### src/ipv4_pppoe_frame_classifier_macros.svh
// assertion macros for the frame classifier
`ifndef IPV4_PPPOE_FRAME_CLASSIFIER_MACROS_SVH
`define IPV4_PPPOE_FRAME_CLASSIFIER_MACROS_SVH

// same-cycle implication
`define FCLS_ASSERT_NOW(label, clk, rst_n, ante, cons, msg) \
  label: assert property (@(posedge clk) disable iff (!rst_n) (ante) |-> (cons)) \
    else $error(msg);

// next-cycle implication
`define FCLS_ASSERT_NEXT(label, clk, rst_n, ante, cons, msg) \
  label: assert property (@(posedge clk) disable iff (!rst_n) (ante) |=> (cons)) \
    else $error(msg);

`endif

### src/fcls_pkg.sv
package fcls_pkg;

  localparam int unsigned ByteW   = 8;
  localparam int unsigned OffsetW = 6;
  localparam int unsigned MacW    = 48;
  localparam int unsigned IpW     = 32;
  localparam int unsigned HalfW   = 16;
  localparam int unsigned OutDataW = 2 * MacW + IpW + HalfW;
  localparam int unsigned OutUserW = 2;

  localparam logic [HalfW-1:0]   TypeIpv4   = 16'h0800;
  localparam logic [HalfW-1:0]   TypePppoes = 16'h8864;
  localparam logic [HalfW-1:0]   PppIpv4    = 16'h0021;
  localparam logic [OffsetW-1:0] OffsetMax  = 6'd63;
  localparam logic [OffsetW-1:0] MinIpv4End  = 6'd33;
  localparam logic [OffsetW-1:0] MinPppoeEnd = 6'd41;

  typedef struct packed {
    logic valid;
    logic last;
  } fcls_item_ctl_t;

  typedef struct packed {
    logic busy;
    logic free;
  } fcls_out_status_t;

  typedef struct packed {
    logic              matched;
    logic              is_pppoe;
    logic [MacW-1:0]   dest_mac;
    logic [MacW-1:0]   src_mac;
    logic [IpW-1:0]    src_ip;
    logic [HalfW-1:0]  session_id;
  } fcls_result_t;

endpackage

### src/fcls_in_stage.sv
module fcls_in_stage import fcls_pkg::*; (
  input  logic             clk_i,
  input  logic             rst_ni,
  input  logic             in_valid_i,
  input  logic [ByteW-1:0] in_byte_i,
  input  logic             in_last_i,
  output logic             in_ready_o,
  input  fcls_out_status_t out_status_i,
  input  logic             advance_i,
  output fcls_item_ctl_t   item_ctl_o,
  output logic [ByteW-1:0] item_byte_o
);

  fcls_item_ctl_t   ctl_q, ctl_d;
  logic [ByteW-1:0] byte_q, byte_d;
  logic             accept;

  // only a final byte waiting on a full result register that is not being read blocks the input
  assign in_ready_o = !(ctl_q.valid && ctl_q.last && out_status_i.busy && !out_status_i.free);
  assign accept     = in_valid_i && in_ready_o;

  always_comb begin
    ctl_d  = ctl_q;
    byte_d = byte_q;
    if (accept) begin
      ctl_d.valid = 1'b1;
      ctl_d.last  = in_last_i;
      byte_d      = in_byte_i;
    end else if (advance_i) begin
      ctl_d.valid = 1'b0;
    end
  end

  always_ff @(posedge clk_i or negedge rst_ni) begin
    if (!rst_ni) begin
      ctl_q <= '0;
    end else begin
      ctl_q <= ctl_d;
    end
  end

  always_ff @(posedge clk_i) begin
    byte_q <= byte_d;
  end

  assign item_ctl_o  = ctl_q;
  assign item_byte_o = byte_q;

endmodule

### src/fcls_parse.sv
module fcls_parse import fcls_pkg::*; (
  input  logic             clk_i,
  input  logic             rst_ni,
  input  logic             cfg_valid_i,
  input  logic [IpW-1:0]   cfg_data_i,
  input  fcls_item_ctl_t   item_ctl_i,
  input  logic [ByteW-1:0] item_byte_i,
  input  logic             advance_i,
  output logic             res_valid_o,
  output fcls_result_t     res_o
);

  logic [IpW-1:0]     target_q;
  logic [OffsetW-1:0] pos_q, pos_d;
  logic [MacW-1:0]    dmac_q, dmac_d, smac_q, smac_d;
  logic [HalfW-1:0]   ftype_q, ftype_d, sess_q, sess_d, proto_q, proto_d;
  logic [IpW-1:0]     sip_q, sip_d, dip_q, dip_d;
  logic [ByteW-1:0]   b;
  logic               is_ipv4, is_pppoes, hit_ipv4, hit_pppoe, hit;

  assign b         = item_byte_i;
  assign is_ipv4   = (ftype_q == TypeIpv4);
  assign is_pppoes = (ftype_q == TypePppoes);

  // header capture for the byte at the current offset
  always_comb begin
    dmac_d  = dmac_q;
    smac_d  = smac_q;
    ftype_d = ftype_q;
    sess_d  = sess_q;
    proto_d = proto_q;
    sip_d   = sip_q;
    dip_d   = dip_q;
    if (pos_q inside {[6'd0:6'd5]}) begin
      dmac_d = {dmac_q[MacW-ByteW-1:0], b};
    end else if (pos_q inside {[6'd6:6'd11]}) begin
      smac_d = {smac_q[MacW-ByteW-1:0], b};
    end else if (pos_q inside {[6'd12:6'd13]}) begin
      ftype_d = {ftype_q[HalfW-ByteW-1:0], b};
    end else if (pos_q inside {[6'd16:6'd17]}) begin
      sess_d = {sess_q[HalfW-ByteW-1:0], b};
    end else if (pos_q inside {[6'd20:6'd21]}) begin
      proto_d = {proto_q[HalfW-ByteW-1:0], b};
    end
    if (is_ipv4) begin
      if (pos_q inside {[6'd26:6'd29]}) begin
        sip_d = {sip_q[IpW-ByteW-1:0], b};
      end else if (pos_q inside {[6'd30:6'd33]}) begin
        dip_d = {dip_q[IpW-ByteW-1:0], b};
      end
    end else if (is_pppoes) begin
      if (pos_q inside {[6'd34:6'd37]}) begin
        sip_d = {sip_q[IpW-ByteW-1:0], b};
      end else if (pos_q inside {[6'd38:6'd41]}) begin
        dip_d = {dip_q[IpW-ByteW-1:0], b};
      end
    end
  end

  assign pos_d = (pos_q == OffsetMax) ? OffsetMax : pos_q + 6'd1;

  // verdict on the final byte
  assign hit_ipv4  = is_ipv4 && (pos_q >= MinIpv4End) && (dip_d == target_q);
  assign hit_pppoe = is_pppoes && (pos_q >= MinPppoeEnd) && (proto_d == PppIpv4) &&
                     (dip_d == target_q);
  assign hit       = hit_ipv4 || hit_pppoe;

  always_comb begin
    res_o.matched    = hit;
    res_o.is_pppoe   = hit_pppoe;
    res_o.dest_mac   = hit ? dmac_d : '0;
    res_o.src_mac    = hit ? smac_d : '0;
    res_o.src_ip     = hit ? sip_d : '0;
    res_o.session_id = hit_pppoe ? sess_d : '0;
  end

  assign res_valid_o = advance_i && item_ctl_i.last;

  always_ff @(posedge clk_i or negedge rst_ni) begin
    if (!rst_ni) begin
      target_q <= '0;
    end else if (cfg_valid_i) begin
      target_q <= cfg_data_i;
    end
  end

  always_ff @(posedge clk_i or negedge rst_ni) begin
    if (!rst_ni) begin
      pos_q   <= '0;
      dmac_q  <= '0;
      smac_q  <= '0;
      ftype_q <= '0;
      sess_q  <= '0;
      proto_q <= '0;
      sip_q   <= '0;
      dip_q   <= '0;
    end else if (advance_i) begin
      if (item_ctl_i.last) begin
        pos_q   <= '0;
        dmac_q  <= '0;
        smac_q  <= '0;
        ftype_q <= '0;
        sess_q  <= '0;
        proto_q <= '0;
        sip_q   <= '0;
        dip_q   <= '0;
      end else begin
        pos_q   <= pos_d;
        dmac_q  <= dmac_d;
        smac_q  <= smac_d;
        ftype_q <= ftype_d;
        sess_q  <= sess_d;
        proto_q <= proto_d;
        sip_q   <= sip_d;
        dip_q   <= dip_d;
      end
    end
  end

endmodule

### src/fcls_out_stage.sv
module fcls_out_stage import fcls_pkg::*; (
  input  logic                clk_i,
  input  logic                rst_ni,
  input  logic                res_valid_i,
  input  fcls_result_t        res_i,
  output fcls_out_status_t    status_o,
  output logic                out_valid_o,
  input  logic                out_ready_i,
  output logic [OutDataW-1:0] out_data_o,
  output logic [OutUserW-1:0] out_user_o
);

  logic         valid_q, valid_d;
  fcls_result_t res_q;

  always_comb begin
    valid_d = valid_q;
    if (res_valid_i) begin
      valid_d = 1'b1;
    end else if (out_ready_i) begin
      valid_d = 1'b0;
    end
  end

  always_ff @(posedge clk_i or negedge rst_ni) begin
    if (!rst_ni) begin
      valid_q <= 1'b0;
    end else begin
      valid_q <= valid_d;
    end
  end

  always_ff @(posedge clk_i) begin
    if (res_valid_i) begin
      res_q <= res_i;
    end
  end

  assign status_o.busy = valid_q;
  assign status_o.free = !valid_q || out_ready_i;

  assign out_valid_o = valid_q;
  assign out_data_o  = {res_q.session_id, res_q.src_ip, res_q.src_mac, res_q.dest_mac};
  assign out_user_o  = {res_q.is_pppoe, res_q.matched};

endmodule

### src/ipv4_pppoe_frame_classifier.sv
// ethernet frame classifier for plain ipv4 and pppoe session ipv4 traffic
// input stream: one frame byte per transfer in wire order, tlast on the final byte
// output stream: one verdict per frame, sent after the final byte
//   tuser carries matched and is_pppoe; tdata carries both macs, source ip and
//   session id, all zero when the frame does not match
// config channel: writes the target destination ip, network byte order; always ready
// throughput: one byte per cycle, sustained except while the input stalls as described under stall
// verdict path: the final byte goes through the input register, then the verdict is held
//   in the result register that drives the output
// reset: offset, captured header fields and target ip return to zero, no verdict pending
// stall: a waiting verdict holds in the result register; header bytes keep flowing,
//   and the input only stalls when the next final byte finds that register full
//   and the receiver not ready
`include "ipv4_pppoe_frame_classifier_macros.svh"

module ipv4_pppoe_frame_classifier import fcls_pkg::*; (
  input  logic                clk_i,
  input  logic                rst_ni,
  input  logic                cfg_valid_i,
  output logic                cfg_ready_o,
  input  logic [IpW-1:0]      cfg_data_i,
  input  logic                s_axis_tvalid,
  output logic                s_axis_tready,
  input  logic [ByteW-1:0]    s_axis_tdata,   // frame_byte
  input  logic                s_axis_tlast,
  output logic                m_axis_tvalid,
  input  logic                m_axis_tready,
  output logic [OutDataW-1:0] m_axis_tdata,   // dest_mac, src_mac, src_ip, session_id
  output logic [OutUserW-1:0] m_axis_tuser    // matched, is_pppoe
);

  fcls_item_ctl_t   item_ctl;
  logic [ByteW-1:0] item_byte;
  fcls_out_status_t out_status;
  fcls_result_t     res;
  logic             res_valid;
  logic             advance;

  assign cfg_ready_o = 1'b1;
  assign advance = item_ctl.valid && (!item_ctl.last || out_status.free);

  fcls_in_stage u_in_stage (
    .clk_i        (clk_i),
    .rst_ni       (rst_ni),
    .in_valid_i   (s_axis_tvalid),
    .in_byte_i    (s_axis_tdata),
    .in_last_i    (s_axis_tlast),
    .in_ready_o   (s_axis_tready),
    .out_status_i (out_status),
    .advance_i    (advance),
    .item_ctl_o   (item_ctl),
    .item_byte_o  (item_byte)
  );

  fcls_parse u_parse (
    .clk_i       (clk_i),
    .rst_ni      (rst_ni),
    .cfg_valid_i (cfg_valid_i),
    .cfg_data_i  (cfg_data_i),
    .item_ctl_i  (item_ctl),
    .item_byte_i (item_byte),
    .advance_i   (advance),
    .res_valid_o (res_valid),
    .res_o       (res)
  );

  fcls_out_stage u_out_stage (
    .clk_i       (clk_i),
    .rst_ni      (rst_ni),
    .res_valid_i (res_valid),
    .res_i       (res),
    .status_o    (out_status),
    .out_valid_o (m_axis_tvalid),
    .out_ready_i (m_axis_tready),
    .out_data_o  (m_axis_tdata),
    .out_user_o  (m_axis_tuser)
  );

  `FCLS_ASSERT_NEXT(a_last_gives_verdict, clk_i, rst_ni, res_valid, m_axis_tvalid, "final byte gave no verdict")
  `FCLS_ASSERT_NOW(a_no_overwrite, clk_i, rst_ni, res_valid, (!m_axis_tvalid || m_axis_tready), "verdict overwritten")
  `FCLS_ASSERT_NOW(a_stall_only_when_full, clk_i, rst_ni, !s_axis_tready, (m_axis_tvalid && item_ctl.last), "input stalled without cause")
  `FCLS_ASSERT_NOW(a_miss_is_zero, clk_i, rst_ni, (m_axis_tvalid && !m_axis_tuser[0]), ((m_axis_tdata == '0) && !m_axis_tuser[1]), "miss with nonzero fields")

endmodule
### config.mk
export PLATFORM = sky130hd
export DESIGN_NAME = ipv4_pppoe_frame_classifier
export DESIGN_NICKNAME = d
export VERILOG_FILES = /design/src/fcls_pkg.sv /design/src/fcls_in_stage.sv /design/src/fcls_parse.sv /design/src/fcls_out_stage.sv /design/src/ipv4_pppoe_frame_classifier.sv
export VERILOG_INCLUDE_DIRS = /design/src /design/src/src
export SDC_FILE = /design/constraint.sdc
export NUM_CORES = 1
export LEC_CHECK = 0
export ABC_AREA = 1
export BUFFER_PORTS_ARGS = -buffer_cell sky130_fd_sc_hd__buf_2
export CAP_MARGIN = 20
export CORE_ASPECT_RATIO = 1.2
export CORE_UTILIZATION = 60
export CTS_CLUSTER_DIAMETER = 80
export CTS_CLUSTER_SIZE = 10
export DETAILED_ROUTE_END_ITERATION = 12
export PLACE_DENSITY = 0.81
export SYNTH_ARGS = -nofsm -noshare
export SYNTH_HDL_FRONTEND = slang
export SYNTH_SLANG_ARGS = --single-unit
### constraint.sdc
create_clock -name clk_i -period 5 [get_ports clk_i]
set_input_delay 1 -clock clk_i [delete_from_list [all_inputs] [get_ports clk_i]]
set_output_delay 1 -clock clk_i [all_outputs]
set_load 0.01 [all_outputs]
# ---- Word-level counts from Yosys, hierarchy flattened
# Cells that the tools add are included.
dict set report classes {
  n_lt_le_gt_ge 20
  n_mux 38
  eq_ne 7
  reduce_logical 31
  add_sub_neg 1
}
# op n
set op_table {}
lappend op_table {{32-bit 2-to-1 mux} 12}
lappend op_table {{16-bit 2-to-1 mux} 15}
lappend op_table {{48-bit 2-to-1 mux} 5}
lappend op_table {{32-bit equality test} 1}
lappend op_table {{6-bit by 5-bit greater-or-equal comparator with 1-bit output (second input constant)} 4}
lappend op_table {{6-bit greater-or-equal comparator (second input constant)} 4}
lappend op_table {{1-bit logical AND} 20}
lappend op_table {{6-bit by 5-bit less-or-equal comparator with 1-bit output (second input constant)} 3}
lappend op_table {{6-bit less-or-equal comparator (second input constant)} 3}
lappend op_table {{16-bit by 12-bit equality test with 1-bit output (second input constant)} 1}
lappend op_table {{16-bit equality test (second input constant)} 1}
lappend op_table {{16-bit by 6-bit equality test with 1-bit output (second input constant)} 1}
lappend op_table {{6-bit by 4-bit less-or-equal comparator with 1-bit output (second input constant)} 2}
lappend op_table {{6-bit 2-to-1 mux} 2}
lappend op_table {{6-bit by 1-bit adder with 6-bit output (second input constant)} 1}
lappend op_table {{6-bit equality test (second input constant)} 1}
lappend op_table {{6-bit by 1-bit greater-or-equal comparator with 1-bit output (second input constant)} 1}
lappend op_table {{6-bit by 3-bit greater-or-equal comparator with 1-bit output (second input constant)} 1}
lappend op_table {{6-bit by 4-bit greater-or-equal comparator with 1-bit output (second input constant)} 1}
lappend op_table {{6-bit by 3-bit less-or-equal comparator with 1-bit output (second input constant)} 1}
lappend op_table {{2-bit nonzero test} 3}
lappend op_table {{1-bit zero test} 4}
lappend op_table {{1-bit 2-to-1 mux} 4}
lappend op_table {{2-bit inequality test (second input constant)} 2}
lappend op_table {{other kinds (2)} 4}
dict set report totals {
  output_inout_bits 149
  regBits 403
  input_bits 46
}

# ---- Longest topological paths before layout
# Gate-level depths: netlist (run 1).
dict set report depth {
  depth_word 11
  depth_mapped 24
  mapped_depth_nobuf 20
}

# ---- Cells and area by module
# Synthesis (run 1) repeated with hierarchy kept, for this count alone.
dict set report unflattened {
  cells_unflattened 2226
  area_unflattened_um2 19566.3
}
# mod area_per_inst_um2 n_inst seq_area_each_um2 cells_each
set modules_own_cells {}
lappend modules_own_cells {fcls_parse 14756.7 1 6155.9 2047}
lappend modules_own_cells {fcls_out_stage 4436.8 1 4409.2 152}
lappend modules_own_cells {fcls_in_stage 345.3 1 290.3 22}
lappend modules_own_cells {ipv4_pppoe_frame_classifier 27.5 1 0.0 5}

# ---- Worst setup path after synthesis (run 1)
# No wires, ideal clock.
dict set report synth_path {
  path_kind {input -> register}
  startpoint {input port m_axis_tready}
  endpoint {register u_out_stage.res_q (netlist bit u_out_stage.out_data_o[0]), enable pin}
  setup_time_ps 500
  path_slack_ps 230
  arrival_ps 4270
  required_time_ps 4500
  path_stages 6
  path_cell_list {inv_1 nand3_1 nand2_1 clkinv_1 nand2_1 inv_1}
}
dict set report synth_between {
  elab_chain_cells 4
}
# item line
set synth_lines {}
lappend synth_lines {{from (decl)} ipv4_pppoe_frame_classifier.sv:27} ;# input logic m_axis_tready,
lappend synth_lines {{1-bit logical OR} fcls_out_stage.sv:40} ;# assign status_o.free = !valid_q || out_ready_i;
lappend synth_lines {{1-bit logical OR} ipv4_pppoe_frame_classifier.sv:40} ;# assign advance = item_ctl.valid && (!item_ctl.last || out_status.free);
lappend synth_lines {{1-bit logical AND} ipv4_pppoe_frame_classifier.sv:40}
lappend synth_lines {{1-bit logical AND} fcls_parse.sv:77} ;# assign res_valid_o = advance_i && item_ctl_i.last;
lappend synth_lines {{named net res_valid} ipv4_pppoe_frame_classifier.sv:36} ;# logic res_valid;
lappend synth_lines {{to (signal assigned)} fcls_out_stage.sv:35} ;# res_q <= res_i;
lappend synth_lines {{to (decl)} fcls_out_stage.sv:14} ;# fcls_result_t res_q;
# The timed path passes the listed nets, and every way through them passes these cells.
# A chain may end at the register's enable or synchronous reset.

# ---- Worst setup path in the final report (run 1)
dict set report layout_path {
  startpoint {register u_parse.pos_q[3]}
  endpoint {register u_out_stage.res_q (netlist bit u_out_stage.out_data_o[54]), data pin}
}
dict set report layout_between {
  elab_chain_cells 11
  elab_cells_between_ends 50
  classes_between {order compare (20); eq/ne (2); mux (13); reduce/logical (15)}
}
# item line
set layout_lines {}
lappend layout_lines {{from (decl)} fcls_parse.sv:14} ;# logic [OffsetW-1:0] pos_q, pos_d;
lappend layout_lines {{from (signal assigned)} fcls_parse.sv:108} ;# pos_q <= pos_d;
lappend layout_lines {{6-bit by 5-bit greater-or-equal comparator with 1-bit output / 6-bit by 5-bit less-or-equal comparator with 1-bit output (equally long branches)} fcls_parse.sv:42} ;# end else if (pos_q inside {[6'd20:6'd21]}) begin
lappend layout_lines {{1-bit logical AND} fcls_parse.sv:42}
lappend layout_lines {{16-bit 2-to-1 mux} fcls_parse.sv:42}
lappend layout_lines {{16-bit 2-to-1 mux} fcls_parse.sv:40} ;# end else if (pos_q inside {[6'd16:6'd17]}) begin
lappend layout_lines {{16-bit 2-to-1 mux} fcls_parse.sv:38} ;# end else if (pos_q inside {[6'd12:6'd13]}) begin
lappend layout_lines {{16-bit 2-to-1 mux} fcls_parse.sv:36} ;# end else if (pos_q inside {[6'd6:6'd11]}) begin
lappend layout_lines {{16-bit 2-to-1 mux} fcls_parse.sv:34} ;# if (pos_q inside {[6'd0:6'd5]}) begin
lappend layout_lines {{16-bit by 6-bit equality test with 1-bit output} fcls_parse.sv:64} ;# assign hit_pppoe = is_pppoes && (pos_q >= MinPppoeEnd) && (proto_d == PppIpv4) &&
lappend layout_lines {{1-bit logical AND (2 in a row)} fcls_parse.sv:64}
lappend layout_lines {{1-bit logical OR} fcls_parse.sv:66} ;# assign hit = hit_ipv4 || hit_pppoe;
# Several ways; a longest one is shown, not always the timed one.

==> results.rst, run 1 <==
.. list-table::
   :header-rows: 1

   * - Metric
     - Value
   * - Via count
     - 15992
   * - Global-route wire length before repair
     - 77000 um
   * - Post-Synthesis Net Count
     - 2190
   * - Unrepaired setup endpoints after global routing
     - false
   * - Power per standard cell area
     - 355 nW/um^2
   * - Total detailed-routing wirelength
     - 48000 um
   * - Final cell area excluding filler cells
     - 22200 sq um
   * - Post-synthesis async set-or-reset flop share
     - 0.618
   * - Slew Viols, Final
     - 0
   * - Share of the synthesized area in the top cell type
     - 0.313
   * - Number of detailed-routing iterations run before antenna repair
     - 6
   * - FF+latch count, synth
     - 403
   * - Post_cts resized
     - 0
   * - Core outline area
     - 32400 sq um
   * - Number of buffers added for setup after CTS
     - 0
   * - Maximum clock skew at final layout
     - 0.0116 ns
   * - Count of unresolved DRC violations after routing
     - 0
   * - CTS tree
     - built
   * - Final hold violations
     - 0
   * - Run status
     - completed
   * - Commonest non-fill, non-tap cell in the layout
     - nand2_1
   * - Number of distinct library cells after synthesis
     - 36
   * - IO Pins
     - 195
   * - Clk Tree Root Cell
     - clkbuf_16
   * - Largest net degree at the start of global routing
     - 141
   * - Hold_buf cts
     - 0
   * - Port bufs
     - 193
   * - Largest area contributor in the synthesized netlist
     - dfrtp_1
   * - Leakage
     - 9.24 nW
   * - Proportion of synthesized chip area in sequential cells
     - 0.545
   * - Row count
     - 72
   * - CP endpoint kind
     - flip-flop
   * - Final hold slack
     - 0.508 ns
   * - Number of global-route vias before repair
     - 15172
   * - Layout cell share with drive strength beyond 1
     - 0.175
   * - Prevailing post-synth register cell
     - dfrtp_1
   * - Area post-placement
     - 20900 sq um
   * - Detailed-placement wirelength estimate
     - 30400 um
   * - Placer congestion estimate
     - 0.873
   * - DR iter-0 viols
     - 1825
   * - Syn. warnings
     - 0
   * - Mapped Cells
     - 2140
   * - Num CTS Buffers
     - 46
   * - Worst Max-Slew Pin Slew
     - 1.08 ns
   * - Residual overflow from global routing
     - 0
   * - Crit Path Max Fanout
     - 38
   * - Leading cell types by total area after synthesis
     - dfrtp_1, edfxtp_1, nand2_1, o22ai_1, nor2_4
   * - Number of antenna violations at the first check in global routing
     - 0
   * - Via-to-Cell Ratio
     - 5.93
   * - Overall die area
     - 33900 sq um
   * - Clock latency on the worst-skew pair
     - 0.56 ns
   * - Clock edge transition at the registers on the reported setup and hold paths
     - 0.06 ns
   * - Path type of the worst setup path
     - flip-flop to flip-flop
   * - Worst setup SP type
     - flip-flop
   * - Total Neg Setup Slack
     - 0 ns
   * - Number of nets with antenna violations after detailed routing
     - 0
   * - Avg Inst Size Synth
     - 9.30 sq um
   * - Area added between synthesis and finish
     - 11.7%
   * - Design Power
     - 7.89 mW
   * - Height of the chip
     - 202 um
   * - Total number of clock tree sinks
     - 403
   * - Number of enable-type register cells in the synthesized netlist
     - 154
   * - Post-route clock period utilization
     - 0.782
   * - Number of nets in the final layout
     - 2313
   * - Number of buffers between clock root and the deepest sink
     - 3
   * - Largest vdd supply drop
     - 0.000258 V
   * - Count of final setup violators
     - 0
   * - Required time worst endpoint
     - 5.41 ns
   * - Data arrival time at the worst-slack endpoint
     - 4.32 ns
   * - Number of H-tree branching levels
     - 2
   * - Antenna diodes
     - 0
   * - Period minus WS final
     - 3.91 ns
   * - Worst Hold Class
     - primary input to async pin
   * - Worst slew margin relative to its limit
     - 0.283
   * - Netlist Area Pre-Place
     - 19900 sq um
   * - Die Width
     - 168 um
   * - WL/cell
     - 17.8 um
   * - Commonest cells after routing, fill and taps aside
     - nand2_1, inv_1, dfrtp_1
   * - GR Util All Layers
     - 0.285
   * - Achievable Freq
     - 0.256 GHz
   * - Initial standard-cell utilization of the core
     - 0.614
   * - # Max-Cap Violations
     - 0
per-stage QoR:
stage | util | instances | worst slack, ns
floorplan | - | 2140 | 0.230
global placement | 0.645 | 2620 | 1.24
detailed placement | 0.645 | 2620 | 1.22
CTS | 0.685 | 2696 | 1.14
global route | 0.686 | 2698 | 0.845
finish | 0.686 | 2698 | 1.09
cell families (layout without fill, tap and decap cells):
| family | count (synthesis) | count (layout) | synth area share |
|---|---|---|---|
| other | 1 | 1 | 0.000188 |
| AND/OR/NAND/NOR | 801 | 801 | 0.207 |
| adder cells (fa/ha/maj) | 4 | 4 | 0.00251 |
| buffers and inverters | 407 | 558 | 0.0919 |
| AO/OA/AOI/OAI | 524 | 524 | 0.153 |
| flip-flops | 403 | 403 | 0.545 |
state kept, by name (all words and copies together) (netlist names):
signal / flops
u_out_stage.out_data_o: 144
u_parse.dmac_q: 48
u_parse.smac_q: 48
u_parse.dip_q: 32
u_parse.sip_q: 32
u_parse.target_q: 32
u_parse.ftype_q: 16
u_parse.proto_q: 16
u_parse.sess_q: 16
u_in_stage.item_byte_o: 8
u_parse.pos_q: 6
u_in_stage.item_ctl_o: 2
u_out_stage.out_user_o: 2
u_out_stage.out_valid_o: 1
cell usage after synthesis, types with 10 or more instances:
cell	number
o21ai_0	220
inv_1	255
buf_6	10
nor2_1	73
buf_12	10
o22ai_1	191
a21oi_1	41
buf_2	14
nand3_1	111
edfxtp_1	154
o211ai_1	59
nand2_1	453
nor2_4	104
nand4_1	46
dfrtp_1	249
clkbuf_1	100
routing by layer:
metal  vias up  GRT usage  routed length, um
met5         -          0                  0
met4         0      0.140               2190
met3       151     0.0431               3050
met2       678      0.473              23600
met1      7645      0.365              19200
li1       7518          -                  -
path summary, 6_finish.rpt:
path | depth (start not counted) | slack (ns) | end | from
worst max-delay path | 18 | 1.09 | u_out_stage.out_data_o[54] | u_parse.pos_q[3]
worst min-delay path | 1 | 0.51 | u_parse.sip_q[19] | rst_ni
worst max register to register | 18 | 1.09 | u_out_stage.out_data_o[54] | u_parse.pos_q[3]
worst min register to register | 2 | 0.51 | u_parse.sip_q[31] | u_parse.sip_q[31]
max in group asynchronous | 2 | 3.29 | u_parse.dmac_q[7] | rst_ni
min in group clk_i | 2 | 0.51 | u_parse.sip_q[31] | u_parse.sip_q[31]
area by class of cell:
class / instances / area, sq um
sequential: 403 / 10900
fill: 2480 / 10200
multi-input combinational: 1330 / 7260
timing repair buffer: 223 / 1330
clock buffer: 74 / 1280
inverter: 259 / 985
tap: 407 / 509
clock inverter: 2 / 17.5
report_power, final:
group,switching (mW),total (mW),internal (mW)
clock network,1.27,3.00,1.73
registers,0.145,3.83,3.69
logic,0.752,1.06,0.306
total,2.17,7.89,5.72
critical path, stage by stage (launching register included):
cell     delay, ns
dfrtp_1       0.61
inv_1         0.24
nor2_1        0.18
nand3_1       0.11
nand2_1       0.09
nand2_2       0.27
nand3_2       0.17
buf_4         0.41
nand2_1       0.09
nand3_1       0.11
nand3_1       0.09
nand2_1       0.10
nand2_1       0.07
nor2_1        0.15
nand2_1       0.09
nor2_2        0.17
nand3_4       0.25
buf_4         0.37
nor2_4        0.13
No activity file was read; power rests on OpenSTA's default activity.
==> inputs of run 2 (changes only) <==
--- a/config.mk
+++ b/config.mk
@@ -6,15 +6,15 @@
 export SDC_FILE = /design/constraint.sdc
 export NUM_CORES = 1
 export LEC_CHECK = 0
-export ABC_AREA = 1
+export ABC_AREA = 0
 export BUFFER_PORTS_ARGS = -buffer_cell sky130_fd_sc_hd__buf_2
 export CAP_MARGIN = 20
 export CORE_ASPECT_RATIO = 1.2
-export CORE_UTILIZATION = 60
+export CORE_UTILIZATION = 53
 export CTS_CLUSTER_DIAMETER = 80
 export CTS_CLUSTER_SIZE = 10
 export DETAILED_ROUTE_END_ITERATION = 12
-export PLACE_DENSITY = 0.81
+export PLACE_DENSITY = 0.76
 export SYNTH_ARGS = -nofsm -noshare
 export SYNTH_HDL_FRONTEND = slang
 export SYNTH_SLANG_ARGS = --single-unit
==> constraint.sdc (replaced) <==
create_clock -name clk_i -period 3.2 [get_ports clk_i]
set_input_delay 0.64 -clock clk_i [delete_from_list [all_inputs] [get_ports clk_i]]
set_output_delay 0.64 -clock clk_i [all_outputs]
set_load 0.01 [all_outputs]
==> run 2 against run 1 <==
Against the previous run: the flow now finishes with violations (negative setup slack); clock skew increased by 0.0054 ns; non-clock buffer count is 66 higher; design area grew 2.4%.
==> results.rst, run 2 <==
.. list-table::
   :header-rows: 1

   * - Metric
     - Value
   * - Number of nets in the final layout
     - 1737 (was 2313)
   * - Worst Hold Class
     - primary input to async pin (unchanged)
   * - Post-layout util
     - 0.687 (was 0.686)
   * - Row count
     - 73 (was 72)
   * - Power per standard cell area
     - 525 nW/um^2 (was 355 nW/um^2)
   * - Post-route clock period utilization
     - 1.04 (was 0.782)
   * - Final hold slack
     - 0.0804 ns (was 0.508 ns)
   * - Via count
     - 13369 (was 15992)
   * - Sequential standard cell area
     - 10900 sq um (about the same)
   * - Clk Tree Root Cell
     - clkbuf_16 (unchanged)
   * - Area taken by multi-input logic gates
     - 7730 sq um (was 7260 sq um)
   * - Proportion of synthesized chip area in sequential cells
     - 0.606 (was 0.545)
   * - Data arrival time at the worst-slack endpoint
     - 3.72 ns (was 4.32 ns)
   * - Slowest stage delay, CP
     - 0.52 ns (was 0.61 ns)
   * - Int Power
     - 8.84 mW (was 5.72 mW)
   * - Total number of clock tree sinks
     - 403 (unchanged)
   * - Number of distinct library cells after synthesis
     - 54 (was 36)
   * - Leakage
     - 10.2 nW (was 9.24 nW)
   * - Unrepaired setup endpoints after global routing
     - true (was false)
   * - Net switching component of the power
     - 3.11 mW (was 2.17 mW)
   * - Layout cell share with drive strength beyond 1
     - 0.317 (was 0.175)
   * - Placer congestion estimate
     - 0.875 (was 0.873)
   * - Overall die area
     - 34500 sq um (was 33900 sq um)
   * - Design Power
     - 11.9 mW (was 7.89 mW)
   * - Largest vdd supply drop
     - 0.000421 V (was 0.000258 V)
   * - Number of H-tree branching levels
     - 2 (unchanged)
   * - Worst setup SP type
     - flip-flop (unchanged)
   * - Crit Path Max Fanout
     - 7 (was 38)
   * - Syn. warnings
     - 0 (unchanged)
   * - Initial standard-cell utilization of the core
     - 0.540 (was 0.614)
   * - Total detailed-routing wirelength
     - 48600 um (was 48000 um)
   * - Clock edge transition at the registers on the reported setup and hold paths
     - 0.06 ns (about the same)
   * - Area added between synthesis and finish
     - 27.1% (was 11.7%)
   * - Period minus WS final
     - 3.33 ns (was 3.91 ns)
   * - Cell with the most instances after synthesis
     - dfrtp_1 (was nand2_1)
   * - Register-to-register setup slack
     - -0.13 ns (was 1.09 ns)
   * - # Max-Cap Violations
     - 0 (unchanged)
   * - Worst reg2reg path startpoint
     - u_parse.pos_q[0] (was u_parse.pos_q[3])
   * - Achievable Freq
     - 0.300 GHz (was 0.256 GHz)
   * - Number of detailed-routing iterations run before antenna repair
     - 7 (was 6)
   * - Commonest cells after routing, fill and taps aside
     - dfrtp_1, buf_2, edfxtp_1 (was nand2_1, inv_1, dfrtp_1)
   * - Number of global-route vias before repair
     - 13034 (was 15172)
   * - Height of the chip
     - 203 um (was 202 um)
   * - Slew Viols, Final
     - 0 (unchanged)
   * - Share of the synthesized area in the top cell type
     - 0.348 (was 0.313)
   * - Reg2Reg Capture Point
     - u_out_stage.out_data_o[68] (was u_out_stage.out_data_o[54])
   * - Layout filler cell count
     - 2259 (was 2480)
   * - Count of unresolved DRC violations after routing
     - 0 (unchanged)
   * - Area post-placement
     - 19700 sq um (was 20900 sq um)
   * - Via-to-Cell Ratio
     - 6.18 (was 5.93)
   * - WL/cell
     - 22.4 um (was 17.8 um)
   * - GR Util All Layers
     - 0.274 (was 0.285)
   * - Largest net degree at the start of global routing
     - 80 (was 141)
   * - Detailed-placement wirelength estimate
     - 27600 um (was 30400 um)
   * - Number of nets with antenna violations after detailed routing
     - 0 (unchanged)
   * - Clock latency on the worst-skew pair
     - 0.56 ns (about the same)
   * - Fin worst setup slack
     - -0.132 ns (was 1.09 ns)
   * - Core outline area
     - 33200 sq um (was 32400 sq um)
   * - Violated checks
     - negative setup slack
   * - Number of buffers between clock root and the deepest sink
     - 3 (unchanged)
   * - Number of antenna violations at the first check in global routing
     - 0 (unchanged)
   * - Required time worst endpoint
     - 3.59 ns (was 5.41 ns)
   * - Number of cells on the worst reg-to-reg path
     - 11 (was 18)
   * - Number of flip-flops in the largest register
     - 144 (unchanged)
   * - Number of enable-type register cells in the synthesized netlist
     - 154 (unchanged)
   * - Residual overflow from global routing
     - 0 (unchanged)
   * - DR iter-0 viols
     - 1442 (was 1825)
   * - Hold_buf cts
     - 0 (unchanged)
   * - Total Neg Setup Slack
     - -4.39 ns (was 0 ns)
   * - Maximum clock skew at final layout
     - 0.0170 ns (was 0.0116 ns)
   * - Num CTS Buffers
     - 46 (unchanged)
   * - Post-Synthesis Net Count
     - 1522 (was 2190)
   * - IO Pins
     - 195 (unchanged)
   * - Crit path buf inv count
     - 4 (was 3)
   * - Path type of the worst setup path
     - flip-flop to flip-flop (unchanged)
   * - Combinational fraction of design power
     - 0.115 (was 0.134)
   * - Die Width
     - 170 um (was 168 um)
   * - Cell-by-cell listing of the critical path
     - inv_2, ha_4, or3b_4, o32a_1, or4_4, a2111oi_4, buf_4, o21ai_4, buf_12, clkbuf_16, nor3_4 (was inv_1, nor2_1, nand3_1, nand2_1, nand2_2, nand3_2, buf_4, nand2_1, nand3_1, nand3_1, nand2_1, nand2_1, nor2_1, nand2_1, nor2_2, nand3_4, buf_4, nor2_4)
   * - Top post-synthesis cells by count
     - dfrtp_1, edfxtp_1, mux2i_1 (was nand2_1, inv_1, dfrtp_1)
   * - Worst Max-Slew Pin Slew
     - 1.01 ns (was 1.08 ns)
   * - Global-route wire length before repair
     - 73200 um (was 77000 um)
   * - Leading cell types by total area after synthesis
     - dfrtp_1, edfxtp_1, mux2i_1, a22o_1, a22oi_1 (was dfrtp_1, edfxtp_1, nand2_1, o22ai_1, nor2_4)
   * - Prevailing post-synth register cell
     - dfrtp_1 (unchanged)
   * - CTS tree
     - built (unchanged)
   * - Final cell area excluding filler cells
     - 22800 sq um (was 22200 sq um)
   * - Port bufs
     - 193 (unchanged)
   * - Run status
     - finished, violations left (was completed)
   * - CP endpoint kind
     - flip-flop (unchanged)
   * - Largest area contributor in the synthesized netlist
     - dfrtp_1 (unchanged)
   * - Final hold violations
     - 0 (unchanged)
   * - Power share of the clock group
     - 0.390 (was 0.380)
   * - Sw Share
     - 0.260 (was 0.275)
   * - Count of final setup violators
     - 107 (was 0)
   * - Post-synthesis async set-or-reset flop share
     - 0.618 (unchanged)
   * - Avg Inst Size Synth
     - 12.2 sq um (was 9.30 sq um)
   * - FF+latch count, synth
     - 403 (unchanged)
   * - Cell type of the slowest stage on the worst timing path
     - or4_4 (was dfrtp_1)
   * - Mapped Cells
     - 1472 (was 2140)
   * - Sequential cell fraction of total power
     - 0.495 (was 0.486)
   * - Commonest non-fill, non-tap cell in the layout
     - dfrtp_1 (was nand2_1)
   * - Worst slew margin relative to its limit
     - 0.327 (was 0.283)
   * - Antenna diodes
     - 0 (unchanged)
   * - Family with the most delay on the worst path
     - simple AND/OR/NAND/NOR gates (unchanged)
   * - Netlist Area Pre-Place
     - 17900 sq um (was 19900 sq um)
[run 2: cell types whose count changed in the layout (fill, tap and decap cells not counted), sizes merged, moves of 129 or more]
cell	change
inv	-247
mux2i	+129
nand2	-328
nor2	-156
o21ai	-132
o22ai	-189
[run 2: cell type report]
class	count	area share
clock buffer	72	0.0549
inverter	12	0.00220
tap	450	0.0247
clock inverter	4	0.00187
timing repair buffer	289	0.0999
multi-input combinational	935	0.340
sequential	403	0.477
[run 2: what timing repair did]
action	in CTS	in global routing
buffers inserted	10	6
resized for setup	145	98
gates cloned	13	5
endpoints found under the setup margin	97	146
pin swaps	58	53
[run 2: worst max-delay path by stage]
stage / start / to / slack, ns / cells after the start
floorplan: u_parse.pos_q[1] / u_out_stage.out_data_o[118] / 0.001 / 11
global placement: u_parse.pos_q[0] / u_out_stage.out_data_o[127] / 0.07 / 9
detailed placement: u_parse.pos_q[0] / u_out_stage.out_data_o[109] / -0.1 / 9
CTS: u_parse.pos_q[0] / u_out_stage.out_data_o[134] / -0.11 / 11
global route: u_parse.pos_q[0] / u_out_stage.out_data_o[68] / -0.22 / 11
finish: u_parse.pos_q[0] / u_out_stage.out_data_o[68] / -0.13 / 11
[run 2: metrics by stage]
stage	setup WS, ns	std cells
after global routing	-0.216	2165
after detailed placement	-0.0995	2054
after CTS	-0.112	2153
after global placement	0.0724	2054
after floorplan	0.00134	1472
final	-0.132	2165
[run 2: cell families (layout without fill, tap and decap cells)]
family	after synthesis	in the layout	synth area share
and+or+nand+nor	368	369	0.103
buffers and inverters	136	377	0.0298
AOI/OAI and AO/OA	347	348	0.141
adders and majority gates	4	4	0.00279
DFF	403	403	0.606
other	1	1	0.000209
xor gates and xnor gates	53	53	0.0259
muxes	160	160	0.0916
[run 2: power groups by stage]
| stage | Clock, mW | Sequential (mW) | Combinational, mW |
|---|---|---|---|
| after detailed placement | 0 | 5.99 | 1.28 |
| after floorplan | 0 | 5.97 | 0.739 |
| final | 4.66 | 5.91 | 1.38 |
| after global placement | 0 | 5.97 | 1.25 |
| after CTS | 4.73 | 5.89 | 1.32 |
| after global routing | 4.93 | 5.93 | 1.49 |
[run 2: per-layer routing]
layer	share of wire	track usage	vias to the layer above
met5	0	0	-
met4	0.041	0.0978	0
met3	0.059	0.0417	125
met2	0.51	0.464	573
met1	0.39	0.359	6719
li1	-	-	5952
==> inputs of run 3 (changes only) <==
--- a/config.mk
+++ b/config.mk
@@ -15,6 +15,7 @@
 export CTS_CLUSTER_SIZE = 10
 export DETAILED_ROUTE_END_ITERATION = 12
 export PLACE_DENSITY = 0.76
+export RECOVER_POWER = 100
 export SYNTH_ARGS = -nofsm -noshare
 export SYNTH_HDL_FRONTEND = slang
 export SYNTH_SLANG_ARGS = --single-unit
==> run 3 against run 2 <==
Against the previous run: core utilization is 0.94 points lower; via count rose by 0.74%; power is 0.36% lower; die area did not move; worst hold slack gained 0.18 ns; highest routed layer unchanged; first-iteration DRC count up 3.4%; largest power group unchanged; the run ends with max-capacitance violations, max-slew violations, negative setup slack left; global-route usage is the same; final cell count is the same.
==> results.rst, run 3 (synthesized netlist as in run 2, its figures left out) <==
.. list-table::
   :header-rows: 1

   * - Metric
     - Value
   * - Run status
     - finished, violations left (unchanged)
   * - Violated checks
     - max-capacitance violations, max-slew violations, negative setup slack (was negative setup slack)
   * - Int Power
     - 8.79 mW (was 8.84 mW)
   * - WL/cell
     - 22.6 um (was 22.4 um)
   * - # Max-Cap Violations
     - 2 (was 0)
   * - Path type of the worst setup path
     - flip-flop to flip-flop (unchanged)
   * - Residual overflow from global routing
     - 0 (unchanged)
   * - Final cell area excluding filler cells
     - 22500 sq um (was 22800 sq um)
   * - Global-route wire length before repair
     - 73200 um (unchanged)
   * - Clk Tree Root Cell
     - clkbuf_16 (unchanged)
   * - Number of global-route vias before repair
     - 13034 (unchanged)
   * - Worst setup SP type
     - flip-flop (unchanged)
   * - Hold_buf cts
     - 0 (unchanged)
   * - Final hold violations
     - 0 (unchanged)
   * - Worst reg2reg path startpoint
     - u_parse.pos_q[0] (unchanged)
   * - Period minus WS final
     - 3.34 ns (was 3.33 ns)
   * - Cell-by-cell listing of the critical path
     - inv_2, ha_4, or3b_4, o32a_1, or4_4, a2111oi_4, buf_4, o21ai_4, buf_12, clkbuf_16, nor3_4 (unchanged)
   * - Placer congestion estimate
     - 0.875 (unchanged)
   * - Number of H-tree branching levels
     - 2 (unchanged)
   * - Count of final setup violators
     - 108 (was 107)
   * - Required time worst endpoint
     - 3.59 ns (about the same)
   * - Layout cell share with drive strength beyond 1
     - 0.226 (was 0.317)
   * - Achievable Freq
     - 0.299 GHz (was 0.300 GHz)
   * - Overall die area
     - 34500 sq um (unchanged)
   * - Power per standard cell area
     - 530 nW/um^2 (was 525 nW/um^2)
   * - CTS tree
     - built (unchanged)
   * - Register-to-register setup slack
     - -0.14 ns (was -0.13 ns)
   * - Number of nets with antenna violations after detailed routing
     - 0 (unchanged)
   * - Via count
     - 13468 (was 13369)
   * - Detailed-placement wirelength estimate
     - 27600 um (unchanged)
   * - Port bufs
     - 193 (unchanged)
   * - First element of the critical path
     - u_parse.pos_q[0] (unchanged)
   * - Area added between synthesis and finish
     - 25.4% (was 27.1%)
   * - Initial standard-cell utilization of the core
     - 0.540 (unchanged)
   * - Net switching component of the power
     - 3.12 mW (was 3.11 mW)
   * - Num CTS Buffers
     - 46 (unchanged)
   * - Die Width
     - 170 um (unchanged)
   * - GR Util All Layers
     - 0.274 (unchanged)
   * - Number of detailed-routing iterations run before antenna repair
     - 6 (was 7)
   * - Maximum clock skew at final layout
     - 0.0166 ns (was 0.0170 ns)
   * - Number of cells on the worst reg-to-reg path
     - 11 (unchanged)
   * - Count of unresolved DRC violations after routing
     - 0 (unchanged)
   * - Commonest non-fill, non-tap cell in the layout
     - dfrtp_1 (unchanged)
   * - Clock edge transition at the registers on the reported setup and hold paths
     - 0.06 ns (about the same)
   * - Core outline area
     - 33200 sq um (unchanged)
   * - Sequential cell fraction of total power
     - 0.497 (was 0.495)
   * - Height of the chip
     - 203 um (unchanged)
   * - Cell type of the slowest stage on the worst timing path
     - or4_4 (unchanged)
   * - CP endpoint kind
     - flip-flop (unchanged)
   * - Worst Hold Class
     - primary input to flip-flop (was primary input to async pin)
   * - Worst setup endpoint
     - u_out_stage.out_data_o[68] (unchanged)
   * - Antenna diodes
     - 0 (unchanged)
   * - Sw Share
     - 0.262 (was 0.260)
   * - Leakage
     - 9.72 nW (was 10.2 nW)
   * - Data arrival time at the worst-slack endpoint
     - 3.73 ns (was 3.72 ns)
   * - Fin worst setup slack
     - -0.142 ns (was -0.132 ns)
   * - Number of flip-flops in the largest register
     - 144 (unchanged)
   * - Largest vdd supply drop
     - 0.000420 V (was 0.000421 V)
   * - Area post-placement
     - 19700 sq um (unchanged)
   * - Total number of clock tree sinks
     - 403 (unchanged)
   * - Number of buffers between clock root and the deepest sink
     - 3 (unchanged)
   * - Clock latency on the worst-skew pair
     - 0.56 ns (about the same)
   * - Crit Path Max Fanout
     - 7 (unchanged)
   * - IO Pins
     - 195 (unchanged)
   * - Reg2Reg Capture Point
     - u_out_stage.out_data_o[68] (unchanged)
   * - DR iter-0 viols
     - 1491 (was 1442)
   * - Largest net degree at the start of global routing
     - 80 (unchanged)
   * - Post-route clock period utilization
     - 1.04 (about the same)
   * - Number of antenna violations at the first check in global routing
     - 0 (unchanged)
   * - Combinational fraction of design power
     - 0.111 (was 0.115)
   * - Slowest stage delay, CP
     - 0.52 ns (about the same)
   * - Power share of the clock group
     - 0.392 (was 0.390)
   * - Total Neg Setup Slack
     - -4.48 ns (was -4.39 ns)
   * - Worst setup timing slack at the placement stage
     - -0.0995 ns (unchanged)
   * - Slew Viols, Final
     - 116 (was 0)
   * - Via-to-Cell Ratio
     - 6.22 (was 6.18)
   * - Worst Max-Slew Pin Slew
     - 2.04 ns (was 1.01 ns)
   * - Number of nets in the final layout
     - 1737 (unchanged)
   * - Total detailed-routing wirelength
     - 48900 um (was 48600 um)
   * - Worst slew margin relative to its limit
     - -0.363 (was 0.327)
   * - Commonest cells after routing, fill and taps aside
     - dfrtp_1, clkbuf_1, edfxtp_1 (was dfrtp_1, buf_2, edfxtp_1)
   * - Unrepaired setup endpoints after global routing
     - true (unchanged)
   * - Row count
     - 73 (unchanged)
## run 3: per-layer routing
| metal | part of all wire | global-route usage |
|---|---|---|
| met2 | 0.51 | 0.464 |
| met1 | 0.39 | 0.359 |
| met5 | 0 | 0 |
| met3 | 0.058 | 0.0417 |
| met4 | 0.043 | 0.0978 |
## run 3: how the worst min path moves through the flow
stage	start	endpoint	slack, ns	cells after the start
finish	s_axis_tdata[3]	u_in_stage.item_byte_o[3]	0.26	1
global route	s_axis_tdata[1]	u_in_stage.item_byte_o[1]	0.25	1
CTS	rst_ni	u_parse.target_q[27]	0.10	1
detailed placement	u_parse.dmac_q[40]	u_parse.dmac_q[40]	0.48	1
global placement	u_parse.sess_q[15]	u_parse.sess_q[15]	0.47	2
floorplan	rst_ni	u_in_stage.item_ctl_o[0]	0.34	0
## run 3: critical path, delay by kind of cell (launching register included)
kind / cells / cell delay, ns
flops: 1 / 0.43
buf+inv: 4 / 0.67
compound gates: 3 / 0.85
simple gates: 3 / 1.07
fa+ha+maj: 1 / 0.16
## run 3: power by group through the flow
stage          clock network [mW]  logic, mW  registers (mW)
2_1_floorplan                   0      0.739            5.97
3_3_place_gp                    0       1.25            5.97
3_5_place_dp                    0       1.28            5.99
4_1_cts                      4.73       1.32            5.89
5_1_grt                      4.93       1.43            5.94
6_report                     4.66       1.33            5.91
## run 3: stage by stage
| step | power, mW | util | hold WS (ns) | cells |
|---|---|---|---|---|
| 2_1_floorplan | 6.71 | - | 0.344 | 1472 |
| 3_3_place_gp | 7.22 | 0.593 | 0.467 | 2054 |
| 3_5_place_dp | 7.26 | 0.593 | 0.484 | 2054 |
| 4_1_cts | 11.9 | 0.665 | 0.103 | 2153 |
| 5_1_grt | 12.3 | 0.677 | 0.250 | 2165 |
| 6_report | 11.9 | 0.677 | 0.264 | 2165 |
## run 3: area by class of cell
cell class                 count  area, sq um
clock buffer                  72         1250
clock inverter                 4         42.5
fill                        2366        10700
multi-input combinational    935         7720
inverter                      12         50.0
timing repair buffer         289         1970
tap                          450          563
sequential                   403        10900
## run 3: timing repair
action / 4_1_cts / 5_1_grt
endpoints found under the hold margin: 0 / 0
buffers inserted: 10 / 6
cloned: 13 / 5
pin swaps: 58 / 53
resized for setup: 145 / 98
endpoints found under the setup margin: 97 / 146
